--- src/rtl/gbn_pkg.sv ---
package gbn_pkg;

    // Default sizing
    localparam int DEF_WINDOW   = 16;
    localparam int DEF_SEQ_BITS = 16;

    // Register map (index = byte address / 4)
    localparam logic [0:0]  REG_TIMEOUT   = 1'b0;
    localparam logic [15:0] TIMEOUT_RESET = 16'd1000;

    // Input opcodes
    localparam logic [1:0] OP_SEND = 2'd0;
    localparam logic [1:0] OP_ACK  = 2'd1;
    localparam logic [1:0] OP_TICK = 2'd2;

    // Result kinds
    localparam logic [1:0] KIND_NEW     = 2'd0;
    localparam logic [1:0] KIND_RETX    = 2'd1;
    localparam logic [1:0] KIND_REFUSED = 2'd2;
    localparam logic [1:0] KIND_ACK     = 2'd3;

    typedef struct packed {
        logic [1:0]  opcode;
        logic [15:0] seg_flags;
        logic [15:0] data_len;
        logic [15:0] payload_tag;
        logic [15:0] ack_num;
        logic        checksum_ok;
    } in_word_t;

    typedef struct packed {
        logic [1:0]  kind;
        logic [15:0] seq_num;
        logic [15:0] out_flags;
        logic [15:0] out_len;
        logic [15:0] out_tag;
        logic [4:0]  outstanding;
        logic        last;
    } out_word_t;

    // Decoded command handed from front to back
    typedef enum logic [1:0] {
        CMD_SEND,
        CMD_ACK,
        CMD_TICK
    } cmd_op_t;

    typedef struct packed {
        cmd_op_t     op;
        logic [15:0] flags;
        logic [15:0] len;
        logic [15:0] tag;
        logic [15:0] ack_num;
        logic        checksum_ok;
    } cmd_t;

    // Descriptor held in the ring
    typedef struct packed {
        logic [15:0] tag;
        logic [15:0] flags;
        logic [15:0] len;
    } slot_t;

endpackage

--- src/rtl/gbn_front.sv ---
module gbn_front (
    input  logic              aclk,
    input  logic              aresetn,
    input  logic              s_valid,
    output logic              s_ready,
    input  gbn_pkg::in_word_t s_data,
    output logic              cmd_valid,
    input  logic              cmd_ready,
    output gbn_pkg::cmd_t     cmd
);
    import gbn_pkg::*;

    cmd_t       q_reg [2];
    logic       wr_ptr_reg, wr_ptr_next;
    logic       rd_ptr_reg, rd_ptr_next;
    logic [1:0] count_reg, count_next;
    logic       push, pop, known;
    cmd_t       decoded;

    // Classify the incoming word; unknown opcodes are dropped here
    always_comb begin
        decoded.flags       = s_data.seg_flags;
        decoded.len         = s_data.data_len;
        decoded.tag         = s_data.payload_tag;
        decoded.ack_num     = s_data.ack_num;
        decoded.checksum_ok = s_data.checksum_ok;
        decoded.op          = CMD_TICK;
        known               = 1'b1;
        case (s_data.opcode)
            OP_SEND: decoded.op = CMD_SEND;
            OP_ACK:  decoded.op = CMD_ACK;
            OP_TICK: decoded.op = CMD_TICK;
            default: known = 1'b0;
        endcase
    end

    assign s_ready   = (count_reg != 2'd2);
    assign push      = s_valid && s_ready && known;
    assign cmd_valid = (count_reg != 2'd0);
    assign pop       = cmd_valid && cmd_ready;
    assign cmd       = q_reg[rd_ptr_reg];

    // Queue pointers
    always_comb begin
        wr_ptr_next = push ? ~wr_ptr_reg : wr_ptr_reg;
        rd_ptr_next = pop ? ~rd_ptr_reg : rd_ptr_reg;
        count_next  = count_reg;
        if (push && !pop) begin
            count_next = count_reg + 2'd1;
        end else if (pop && !push) begin
            count_next = count_reg - 2'd1;
        end
    end

    always_ff @(posedge aclk) begin
        if (!aresetn) begin
            wr_ptr_reg <= 1'b0;
            rd_ptr_reg <= 1'b0;
            count_reg  <= 2'd0;
        end else begin
            wr_ptr_reg <= wr_ptr_next;
            rd_ptr_reg <= rd_ptr_next;
            count_reg  <= count_next;
        end
    end

    // Queue storage
    always_ff @(posedge aclk) begin
        if (push) begin
            q_reg[wr_ptr_reg] <= decoded;
        end
    end

    a_fill_level: assert property (@(posedge aclk) disable iff (!aresetn)
        (push && !pop) |=> (count_reg == $past(count_reg) + 2'd1))
        else $error("queue fill level did not follow a lone push");

endmodule

--- src/rtl/gbn_back.sv ---
module gbn_back #(
    parameter int WINDOW   = gbn_pkg::DEF_WINDOW,
    parameter int SEQ_BITS = gbn_pkg::DEF_SEQ_BITS
) (
    input  logic               aclk,
    input  logic               aresetn,
    input  logic               cmd_valid,
    output logic               cmd_ready,
    input  gbn_pkg::cmd_t      cmd,
    input  logic [15:0]        timeout_ticks,
    output logic               m_valid,
    input  logic               m_ready,
    output gbn_pkg::out_word_t m_data
);
    import gbn_pkg::*;

    localparam int SB      = SEQ_BITS;
    localparam int IDXW    = (WINDOW > 1) ? $clog2(WINDOW) : 1;
    localparam int CW      = $clog2(WINDOW + 1);
    localparam int SEQ_MAX = (1 << SEQ_BITS) - 1;
    localparam int WIN_EFF = (WINDOW < SEQ_MAX) ? WINDOW : SEQ_MAX;

    typedef enum logic [2:0] {
        ST_IDLE = 3'b001,
        ST_READ = 3'b010,
        ST_EMIT = 3'b100
    } state_t;

    state_t            state_reg, state_next;
    logic [SB-1:0]     base_reg, base_next;
    logic [SB-1:0]     next_reg, next_next;
    logic [15:0]       wait_reg, wait_next;
    logic              timer_reg, timer_next;
    logic [IDXW-1:0]   head_reg, head_next;
    logic [IDXW-1:0]   rd_idx_reg, rd_idx_next;
    logic [CW-1:0]     cnt_reg, cnt_next;
    logic              m_valid_reg, m_valid_next;
    out_word_t         m_data_reg, m_data_next;

    slot_t             mem [WINDOW];
    slot_t             rdata_reg;
    logic              mem_we;
    logic [IDXW-1:0]   mem_waddr;
    slot_t             mem_wdata;

    logic              out_free;
    logic              out_load;
    out_word_t         out_word;
    logic [SB-1:0]     outs;
    logic [CW-1:0]     outs_c;
    logic [SB-1:0]     ack_d;
    logic [SB-1:0]     base_new;
    logic [15:0]       wc_inc;
    logic [CW:0]       idx_sum;
    logic              sweep_last;

    // Low five bits of a count, zero extended when SEQ_BITS is narrow
    function automatic logic [4:0] cnt5(input logic [SB-1:0] v);
        logic [15:0] e;
        e = 16'(v);
        return e[4:0];
    endfunction

    assign outs      = next_reg - base_reg;
    assign outs_c    = CW'(outs);
    assign ack_d     = SB'(cmd.ack_num) - base_reg;
    assign base_new  = base_reg + ack_d + SB'(1);
    assign wc_inc    = wait_reg + 16'd1;
    assign out_free  = !m_valid_reg || m_ready;
    assign cmd_ready = (state_reg == ST_IDLE) && out_free;
    assign sweep_last = ((CW + 1)'(cnt_reg) + (CW + 1)'(1)) == (CW + 1)'(outs_c);

    // Command execution and resend sweep
    always_comb begin
        state_next  = state_reg;
        base_next   = base_reg;
        next_next   = next_reg;
        wait_next   = wait_reg;
        timer_next  = timer_reg;
        head_next   = head_reg;
        rd_idx_next = rd_idx_reg;
        cnt_next    = cnt_reg;
        mem_we      = 1'b0;
        mem_waddr   = head_reg;
        mem_wdata   = '{tag: cmd.tag, flags: cmd.flags, len: cmd.len};
        out_load    = 1'b0;
        out_word    = '0;
        idx_sum     = '0;
        case (state_reg)
            ST_IDLE: begin
                if (cmd_valid && out_free) begin
                    case (cmd.op)
                        CMD_SEND: begin
                            out_load      = 1'b1;
                            out_word.last = 1'b1;
                            if (outs >= SB'(WIN_EFF)) begin
                                out_word.kind        = KIND_REFUSED;
                                out_word.seq_num     = 16'(next_reg);
                                out_word.outstanding = cnt5(outs);
                            end else begin
                                // slot of next_reg in the ring
                                idx_sum = (CW + 1)'(head_reg) + (CW + 1)'(outs_c);
                                if (idx_sum >= (CW + 1)'(WINDOW)) begin
                                    idx_sum = idx_sum - (CW + 1)'(WINDOW);
                                end
                                mem_we    = 1'b1;
                                mem_waddr = IDXW'(idx_sum);
                                if (outs == '0) begin
                                    wait_next  = 16'd0;
                                    timer_next = 1'b1;
                                end
                                next_next            = next_reg + SB'(1);
                                out_word.kind        = KIND_NEW;
                                out_word.seq_num     = 16'(next_reg);
                                out_word.out_flags   = cmd.flags;
                                out_word.out_len     = cmd.len;
                                out_word.out_tag     = cmd.tag;
                                out_word.outstanding = cnt5(outs + SB'(1));
                            end
                        end
                        CMD_ACK: begin
                            out_load             = 1'b1;
                            out_word.kind        = KIND_ACK;
                            out_word.last        = 1'b1;
                            out_word.seq_num     = 16'(base_reg);
                            out_word.outstanding = cnt5(outs);
                            if (cmd.checksum_ok && (ack_d < outs)) begin
                                // cumulative release up to ack_num
                                idx_sum = (CW + 1)'(head_reg) + (CW + 1)'(CW'(ack_d))
                                        + (CW + 1)'(1);
                                if (idx_sum >= (CW + 1)'(WINDOW)) begin
                                    idx_sum = idx_sum - (CW + 1)'(WINDOW);
                                end
                                head_next            = IDXW'(idx_sum);
                                base_next            = base_new;
                                wait_next            = 16'd0;
                                timer_next           = (base_new != next_reg);
                                out_word.seq_num     = 16'(base_new);
                                out_word.outstanding = cnt5(next_reg - base_new);
                            end
                        end
                        CMD_TICK: begin
                            if (timer_reg) begin
                                if (wc_inc < timeout_ticks) begin
                                    wait_next = wc_inc;
                                end else begin
                                    wait_next = 16'd0;
                                    if (outs != '0) begin
                                        state_next  = ST_READ;
                                        cnt_next    = '0;
                                        rd_idx_next = head_reg;
                                    end
                                end
                            end
                        end
                        default: ;
                    endcase
                end
            end
            ST_READ: begin
                state_next = ST_EMIT;
            end
            ST_EMIT: begin
                if (out_free) begin
                    out_load             = 1'b1;
                    out_word.kind        = KIND_RETX;
                    out_word.seq_num     = 16'(base_reg + SB'(cnt_reg));
                    out_word.out_flags   = rdata_reg.flags;
                    out_word.out_len     = rdata_reg.len;
                    out_word.out_tag     = rdata_reg.tag;
                    out_word.outstanding = cnt5(outs);
                    out_word.last        = sweep_last;
                    cnt_next             = cnt_reg + CW'(1);
                    if (rd_idx_reg == IDXW'(WINDOW - 1)) begin
                        rd_idx_next = '0;
                    end else begin
                        rd_idx_next = rd_idx_reg + IDXW'(1);
                    end
                    state_next = sweep_last ? ST_IDLE : ST_READ;
                end
            end
            default: state_next = ST_IDLE;
        endcase
    end

    // Output register
    always_comb begin
        m_data_next  = m_data_reg;
        m_valid_next = m_valid_reg;
        if (out_load) begin
            m_valid_next = 1'b1;
            m_data_next  = out_word;
        end else if (m_ready) begin
            m_valid_next = 1'b0;
        end
    end

    assign m_valid = m_valid_reg;
    assign m_data  = m_data_reg;

    always_ff @(posedge aclk) begin
        if (!aresetn) begin
            state_reg   <= ST_IDLE;
            base_reg    <= '0;
            next_reg    <= '0;
            wait_reg    <= 16'd0;
            timer_reg   <= 1'b0;
            head_reg    <= '0;
            rd_idx_reg  <= '0;
            cnt_reg     <= '0;
            m_valid_reg <= 1'b0;
        end else begin
            state_reg   <= state_next;
            base_reg    <= base_next;
            next_reg    <= next_next;
            wait_reg    <= wait_next;
            timer_reg   <= timer_next;
            head_reg    <= head_next;
            rd_idx_reg  <= rd_idx_next;
            cnt_reg     <= cnt_next;
            m_valid_reg <= m_valid_next;
        end
    end

    always_ff @(posedge aclk) begin
        m_data_reg <= m_data_next;
    end

    // Descriptor ring
    always_ff @(posedge aclk) begin
        if (mem_we) begin
            mem[mem_waddr] <= mem_wdata;
        end
        rdata_reg <= mem[rd_idx_reg];
    end

    a_window_bound: assert property (@(posedge aclk) disable iff (!aresetn)
        outs <= SB'(WIN_EFF))
        else $error("more segments outstanding than the window allows");

    a_timer_needs_outs: assert property (@(posedge aclk) disable iff (!aresetn)
        timer_reg |-> (outs != '0))
        else $error("retransmit timer running with an empty window");

    a_sweep_count: assert property (@(posedge aclk) disable iff (!aresetn)
        (state_reg != ST_IDLE) |-> ((CW + 1)'(cnt_reg) < (CW + 1)'(outs_c)))
        else $error("resend sweep ran past the outstanding segments");

    a_sweep_holds_window: assert property (@(posedge aclk) disable iff (!aresetn)
        (state_reg == ST_EMIT) |=> $stable(base_reg) && $stable(next_reg))
        else $error("window moved during a resend sweep");

endmodule

--- src/rtl/go_back_n_sender_window.sv ---
// Go-Back-N sender window. Words on s_* are sends (opcode 0), acks (1) or timer
// ticks (2); opcode 3 is dropped. A front stage decodes each word into a
// two-entry command queue, so s_ready stays high while the queue has room; a
// back stage executes one command per cycle whenever its output register is
// free and no resend sweep is running. A send or an ack yields one word on m_*,
// via the queue and the output register; a tick yields nothing unless the timer
// expires, in which case every outstanding descriptor is resent from the ring
// memory, oldest first (a registered read, then an output load each), with last
// set on the final one. timeout_ticks sits at byte address 0 of the APB port
// (reset 1000, a value of 0 acts as 1) and should be written only while idle.
module go_back_n_sender_window #(
    parameter int WINDOW   = gbn_pkg::DEF_WINDOW,
    parameter int SEQ_BITS = gbn_pkg::DEF_SEQ_BITS
) (
    input  logic               aclk,
    input  logic               aresetn,
    input  logic               s_valid,
    output logic               s_ready,
    input  gbn_pkg::in_word_t  s_data,
    output logic               m_valid,
    input  logic               m_ready,
    output gbn_pkg::out_word_t m_data,
    input  logic               psel,
    input  logic               penable,
    input  logic               pwrite,
    input  logic [2:0]         paddr,
    input  logic [31:0]        pwdata,
    output logic [31:0]        prdata,
    output logic               pready
);
    import gbn_pkg::*;

    logic [15:0] timeout_reg, timeout_next;
    logic        cmd_valid, cmd_ready;
    cmd_t        cmd;
    logic        reg_hit;

    // Config register
    assign pready  = 1'b1;
    assign reg_hit = (paddr[2:2] == REG_TIMEOUT);
    assign prdata  = reg_hit ? 32'(timeout_reg) : 32'd0;

    always_comb begin
        timeout_next = timeout_reg;
        if (psel && penable && pwrite && pready && reg_hit) begin
            timeout_next = pwdata[15:0];
        end
    end

    always_ff @(posedge aclk) begin
        if (!aresetn) begin
            timeout_reg <= TIMEOUT_RESET;
        end else begin
            timeout_reg <= timeout_next;
        end
    end

    gbn_front u_front (
        .aclk      (aclk),
        .aresetn   (aresetn),
        .s_valid   (s_valid),
        .s_ready   (s_ready),
        .s_data    (s_data),
        .cmd_valid (cmd_valid),
        .cmd_ready (cmd_ready),
        .cmd       (cmd)
    );

    gbn_back #(
        .WINDOW   (WINDOW),
        .SEQ_BITS (SEQ_BITS)
    ) u_back (
        .aclk          (aclk),
        .aresetn       (aresetn),
        .cmd_valid     (cmd_valid),
        .cmd_ready     (cmd_ready),
        .cmd           (cmd),
        .timeout_ticks (timeout_reg),
        .m_valid       (m_valid),
        .m_ready       (m_ready),
        .m_data        (m_data)
    );

endmodule
--- config.mk ---
export PLATFORM = sky130hd
export DESIGN_NAME = go_back_n_sender_window
export DESIGN_NICKNAME = d
export VERILOG_FILES = /design/src/rtl/gbn_pkg.sv /design/src/rtl/gbn_front.sv /design/src/rtl/gbn_back.sv /design/src/rtl/go_back_n_sender_window.sv
export SDC_FILE = /design/constraint.sdc
export NUM_CORES = 1
export LEC_CHECK = 0
export BUFFER_PORTS_ARGS = -buffer_cell sky130_fd_sc_hd__buf_2
export CORE_MARGIN = 5
export CORE_UTILIZATION = 55
export DETAILED_ROUTE_END_ITERATION = 12
export GPL_ROUTABILITY_DRIVEN = 0
export MAX_ROUTING_LAYER = met4
export PLACE_DENSITY = 0.85
export SYNTH_ARGS = -nofsm -noshare
export SYNTH_HDL_FRONTEND = slang
export SYNTH_SLANG_ARGS = --single-unit
--- constraint.sdc ---
create_clock -name aclk -period 23.7 [get_ports aclk]
set_input_delay 2.37 -clock aclk [delete_from_list [all_inputs] [get_ports aclk]]
set_output_delay 2.37 -clock aclk [all_outputs]
set_load 0.01 [all_outputs]
# Word-level counts from Yosys, hierarchy flattened
# Memories as Yosys holds them, arrays and structs flattened. A register that Yosys moved wholly into a read port is not among the register bits.
# Cells that the tools add are included.
dict set report classes {
  n_mul 0
  order_cmp 5
  addsub 19
  n_bitwise 4
  div_mod_pow 0
  eq_ne 21
  n_reduce_logical 34
  n_mux 71
  n_shift 0
}
# op n
set op_table {}
lappend op_table {{one-hot mux 72 bit (2 select lines)} 1}
lappend op_table {{two-way mux 16 bit} 7}
lappend op_table {{two-way mux 48 bit} 2}
lappend op_table {{two-way mux 72 bit} 1}
lappend op_table {{two-way mux 71 bit} 1}
lappend op_table {{two-way mux 4 bit} 13}
lappend op_table {{adder 16 x 1 -> 16 bit, second input constant} 3}
lappend op_table {{one-hot mux 16 bit (3 select lines)} 1}
lappend op_table {{two-way mux 5 bit} 8}
lappend op_table {{one-hot mux 18 bit (2 select lines)} 1}
lappend op_table {{less-than comparator 16 bit} 2}
lappend op_table {{subtractor 16 bit} 2}
lappend op_table {{two-way mux 1 bit} 19}
lappend op_table {{two-way mux 18 bit} 1}
lappend op_table {{two-way mux 3 bit} 6}
lappend op_table {{adder 16 bit} 1}
lappend op_table {{adder 16 x 5 -> 16 bit} 1}
lappend op_table {{>= comparator 16 x 5 -> 1 bit, second input constant} 1}
lappend op_table {{zero test 16 bit} 1}
lappend op_table {{!= test 16 bit} 1}
lappend op_table {{nonzero test 16 bit} 1}
lappend op_table {{AND reduction 7 bit} 2}
lappend op_table {{adder 4 x 5 -> 6 bit} 2}
lappend op_table {{>= comparator 6 x 5 -> 1 bit, second input constant} 2}
lappend op_table {{other kinds (36)} 74}
dict set report totals {
  elab_cells 176
  regBits 158
  n_memories 2
  mem_bits_rw 902
  latchBits 0
  out_inout_bits 107
  mem_bits_ro 0
}
# memory depth word_bits rd rd_ports_with_merged_regs write_ports line
set mem_list {}
lappend mem_list {u_back.mem 16 48 1 1 1 gbn_back.sv:40} ;# slot_t mem [WINDOW];
lappend mem_list {u_front.q_reg 2 67 1 1 1 gbn_front.sv:13} ;# cmd_t q_reg [2];

# Longest topological paths before layout
dict set report logic_depth {
  depth_word 8
  depth_mapped 27
  depth_no_buf 22
}

# Hierarchy
# Synthesis repeated with hierarchy kept, for this count alone.
dict set report unflattened {
  hier_cells 3043
  hier_area_um2 46941.3
}
# mod seq_area_each_um2 cells_per_inst instances area_per_inst_um2
set by_module_without_submodules {}
lappend by_module_without_submodules {gbn_back 27506.4 2702 1 40923.0}
lappend by_module_without_submodules {gbn_front 4124.0 235 1 5081.1}
lappend by_module_without_submodules {go_back_n_sender_window 320.3 106 1 937.1}

# Least setup slack after synthesis
# Ideal clock, no wire load.
dict set report synth_path {
  kind {in2reg}
  start {input port m_ready}
  end {memory u_back.mem[8][0] (netlist name) (enable)}
  slack_ns 14.275
  stages 8
  setup_time_ns 0.590
  t_arrival_ns 8.834
  t_required_ns 23.110
  path_cell_list {nand2b_1 -> o211a_1 -> clkbuf_1 -> and2_1 -> clkbuf_1 -> nand3_1 -> a211o_1 -> nor4b_1}
}
dict set report synth_between {
  elab_chain_cells 6
}
# element line
set synth_rtl {}
lappend synth_rtl {{start, declared} go_back_n_sender_window.sv:21} ;# input logic m_ready,
lappend synth_rtl {{logical OR 1 bit *} gbn_back.sv:69} ;# assign out_free = !m_valid_reg || m_ready;
lappend synth_rtl {{logical AND 1 bit *} gbn_back.sv:91} ;# if (cmd_valid && out_free) begin
lappend synth_rtl {{two-way mux 1 bit} gbn_back.sv:91}
lappend synth_rtl {{two-way mux 1 bit} gbn_back.sv:89} ;# case (state_reg)
lappend synth_rtl {{two-way mux 1 bit} gbn_back.sv:231} ;# if (mem_we) begin
lappend synth_rtl {{two-way mux 1 bit (not written as such)} gbn_back.sv:232} ;# mem[mem_waddr] <= mem_wdata;
lappend synth_rtl {{end, declared} gbn_back.sv:40}
# Mark *: on every way between the ends. The rest lies on a longest branch, timed or not.

==> summary.txt <==
======================================================================================
Detailed-route vias per instance                                                 6.647
Cell type group with the largest total delay on the critical path         compound AO/OA/AOI/OAI gates
Worst rel slew slack                                                            16.87%
Total track usage                                                               26.25%
Final total negative setup slack                                                  0 ns
Worst path bufs/invs                                                                 1
Number of enable flip-flop cells after synthesis                                   974
Total iterations of the first detailed-routing run                                   8
Data arrival time at the worst-slack endpoint                                  7.22 ns
Hold/Removal Path Class                                                   register to register
Unique masters post-synth                                                           80
Min cycle time layout                                                         6.781 ns
Most used cells in the layout excluding fill and tap cells                sky130_fd_sc_hd__edfxtp_1, sky130_fd_sc_hd__mux4_2, sky130_fd_sc_hd__buf_2, sky130_fd_sc_hd__dfxtp_1, sky130_fd_sc_hd__nand2_1
Cell Pwr Density                                                          103.1 nW/µm²
Clock tree from TritonCTS                                                         done
Static leakage                                                              0.01705 µW
Post-synthesis instance total                                                     2668
Most common cell after layout, fill and taps aside                        sky130_fd_sc_hd__edfxtp_1
Fin. max-slew vios                                                                   0
Clock slew at the register clock pins of the worst setup and hold paths        0.06 ns
Die boundary width                                                            299.7 µm
Met3 track demand over resource                                                 4.222%
Sort of element at the end of the critical path                               register
Largest register FFs                                                               768
Cell with the biggest individual delay on the critical path               sky130_fd_sc_hd__buf_4
Filler-free cell count of the finished design                                     4017
Yosys reg bits                                                                    1109
Per-instance average area after synthesis                                    17.30 µm²
Clock buffer count from CTS                                                        102
Final WS setup                                                                16.92 ns
Final clock period utilization by the worst path                                28.61%
Place WS                                                                      16.70 ns
GRT met1 Usage                                                                  32.51%
Measured slew at the worst slew-check pin                                     1.247 ns
DRC viols                                                                            0
Placed cell count                                                                 3825
Floorplan die area                                                           89800 µm²
First DRT Iteration DRCs                                                          3116
Maximum clock path buffer count                                                      3
CP Max Fanout                                                                       57
Area delta synth->final                                                         11.73%
Ordered list of cells on the worst path                                   buf_4 > mux2_2 > ha_1 > nor2b_1 > o21ai_0 > nand2b_1 > a21o_1 > a21o_1 > a21oi_1 > o21bai_1 > o41ai_1 > xnor2_1 > ha_1 > nand4_1 > o32a_1 > nand3_1 > and3_1 > nor2_1 > a21oi_1 > a21oi_1 > o21ai_0
Area fraction of the dominant cell type after synthesis                         63.38%
Hold Crit Start                                                           timeout_reg[11]
Largest stage delay on the critical path                                       0.82 ns
Startpoint Class                                                              register
Count of antenna-violating nets left after detailed routing                          0
Total via count after detailed routing                                           26700
Root Buffer Master                                                        sky130_fd_sc_hd__clkbuf_16
Number of nets in the layout                                                      3064
Share of final-layout standard cells stronger than drive strength 1             24.33%
Setup repair after global routing missed its margin                                 no
Portion of the post-synthesis area used by sequential elements                  69.24%
Total detailed-routing wirelength                                            116200 µm
Average wire per cell in the routed design                                    28.93 µm
Cts hold-fix bufs                                                                    0
Resize count post-CTS                                                                0
Total clock sinks                                                                 1109
Area of all placed cells without fillers                                     51560 µm²
Cell area after technology mapping                                           46150 µm²
Antenna violations before repair                                                     3
Cell accounting for the most synthesized area                             sky130_fd_sc_hd__edfxtp_1
FMAX                                                                         147.5 MHz
Height of the chip                                                            299.7 µm
Worst vdd ir                                                                0.07336 mV
Commonest register cell after synthesis                                   sky130_fd_sc_hd__edfxtp_1
Starting utilization of the core area                                           55.32%
Number of levels the H-tree was split into                                           3
Site Rows                                                                          106
Critical path class                                                       register to register
Input/output buffers                                                               180
CP dominant cell by count                                                 sky130_fd_sc_hd__a21oi_1
Largest net degree at the start of global routing                                  129
Async set-or-reset flop fraction in the synthesized netlist                         0%
Endpoints failing setup                                                              0
Number of top-level design ports                                                   216
Later-pin clock latency in the skew report                                     0.69 ns
Hold Vio Cnt, Final                                                                  0
Global-route wire length before repair                                       172000 µm
Standard cell core area                                                      83420 µm²
Setup clock skew after layout                                               0.05452 ns
Required time worst endpoint                                                  24.14 ns
Outcome                                                                   complete, no violations
Final HPWL from detailed placement                                            60770 µm
Layer with the highest usage after global routing                                 met2
Final global-route overflow total                                                    0
Global-route track usage on met2                                                44.50%
Post-DP Area                                                                 48250 µm²
Count of maximum capacitance violations                                              0
Setup repair bufs after CTS                                                          0
Cell types occupying the most area after synthesis                        sky130_fd_sc_hd__edfxtp_1, sky130_fd_sc_hd__mux4_2, sky130_fd_sc_hd__dfxtp_1, sky130_fd_sc_hd__ha_1, sky130_fd_sc_hd__mux2_2
Syn. warnings                                                                        0
Vias in the first global route                                                   27010
======================================================================================
layout make-up:
class	instances	area, µm²
inverter	67	251.5
sequential	1109	31970
antenna	2	5.005
clock inverter	56	475.5
tap	1080	1351
timing repair buffer	212	1154
multi-input combinational	1357	13520
clock buffer	134	2835
fill	5503	31860
worst register-to-register path: stages (launching register included):
cell and delay (ns):
sky130_fd_sc_hd__dfxtp_4 0.51, sky130_fd_sc_hd__buf_4 0.83, sky130_fd_sc_hd__mux2_2 0.45, sky130_fd_sc_hd__ha_1 0.33, sky130_fd_sc_hd__nor2b_1 0.14, sky130_fd_sc_hd__o21ai_0 0.15
sky130_fd_sc_hd__nand2b_1 0.11, sky130_fd_sc_hd__a21o_1 0.20, sky130_fd_sc_hd__a21o_1 0.21, sky130_fd_sc_hd__a21oi_1 0.22, sky130_fd_sc_hd__o21bai_1 0.12, sky130_fd_sc_hd__o41ai_1 0.34
sky130_fd_sc_hd__xnor2_1 0.19, sky130_fd_sc_hd__ha_1 0.35, sky130_fd_sc_hd__nand4_1 0.10, sky130_fd_sc_hd__o32a_1 0.36, sky130_fd_sc_hd__nand3_1 0.50, sky130_fd_sc_hd__and3_1 0.77
sky130_fd_sc_hd__nor2_1 0.19, sky130_fd_sc_hd__a21oi_1 0.23, sky130_fd_sc_hd__a21oi_1 0.07, sky130_fd_sc_hd__o21ai_0 0.21
logic make-up (layout without fill, tap and decap cells):
logic type	Yosys count	after routing	share of synthesized area (%)
buf+inv	217	469	1.944
mux	317	317	13.55
other cells	2	19	0.01627
flops	1109	1109	69.24
simple gates	440	440	4.810
xor+xnor	92	92	1.806
fa+ha+maj	106	106	2.988
compound gates	385	385	5.648
metrics by stage:
step	power [µW]	utilization, %	hold WS (ns)
after floorplan	3294	-	0.4363
after global placement	3633	57.84	0.4435
after detailed placement	3687	57.84	0.4560
after CTS	5314	61.80	0.4647
after global routing	5522	61.81	0.4833
final	5318	61.81	0.4642
routing by layer:
layer / vias up / part of all wire [%]
met3: 325 / 9.3
met5: - / 0
li1: 11000 / -
met4: 0 / 3.6
met1: 13590 / 36
met2: 1795 / 51
cells in the mapped netlist (8+ instances only):
cell / n
sky130_fd_sc_hd__xnor2_1: 53
sky130_fd_sc_hd__clkbuf_1: 105
sky130_fd_sc_hd__o21ai_0: 62
sky130_fd_sc_hd__inv_1: 67
sky130_fd_sc_hd__ha_1: 99
sky130_fd_sc_hd__nor3_1: 24
sky130_fd_sc_hd__nand2_1: 130
sky130_fd_sc_hd__o21a_1: 12
sky130_fd_sc_hd__nor2_1: 92
sky130_fd_sc_hd__a22oi_1: 12
sky130_fd_sc_hd__edfxtp_1: 974
sky130_fd_sc_hd__a211oi_1: 13
sky130_fd_sc_hd__nand3_1: 53
sky130_fd_sc_hd__or3_1: 17
sky130_fd_sc_hd__a22o_1: 48
sky130_fd_sc_hd__nand2b_1: 18
sky130_fd_sc_hd__nand4_1: 14
sky130_fd_sc_hd__a31oi_1: 14
sky130_fd_sc_hd__nor4b_1: 9
sky130_fd_sc_hd__xor2_1: 37
sky130_fd_sc_hd__dfxtp_1: 135
sky130_fd_sc_hd__nor4_1: 10
sky130_fd_sc_hd__o22ai_1: 9
sky130_fd_sc_hd__and2_1: 12
sky130_fd_sc_hd__a21oi_1: 102
sky130_fd_sc_hd__mux2_2: 63
sky130_fd_sc_hd__a21o_1: 38
sky130_fd_sc_hd__o211ai_1: 18
sky130_fd_sc_hd__nor2b_1: 10
sky130_fd_sc_hd__mux4_2: 240
sky130_fd_sc_hd__or4_1: 8
sky130_fd_sc_hd__buf_1: 23
sky130_fd_sc_hd__and3_1: 14
sky130_fd_sc_hd__mux2i_1: 14
sky130_fd_sc_hd__buf_4: 17
final timing paths:
| check | to | slack (ns) | cells after the start |
|---|---|---|---|
| worst min register to register | timeout_reg[11] | 0.46 | 2 |
| worst max register to register | u_back.m_data[5] | 16.92 | 21 |
| worst max-delay path | u_back.m_data[5] | 16.92 | 21 |
| worst min-delay path | timeout_reg[11] | 0.46 | 2 |
report_power, final:
part | switching (µW) | total [µW] | internal (µW)
clock | 745 | 1630 | 883
sequential | 39.8 | 2400 | 2360
combinational | 863 | 1300 | 432
total | 1650 | 5320 | 3670
No activity file was read; power rests on OpenSTA's default activity.
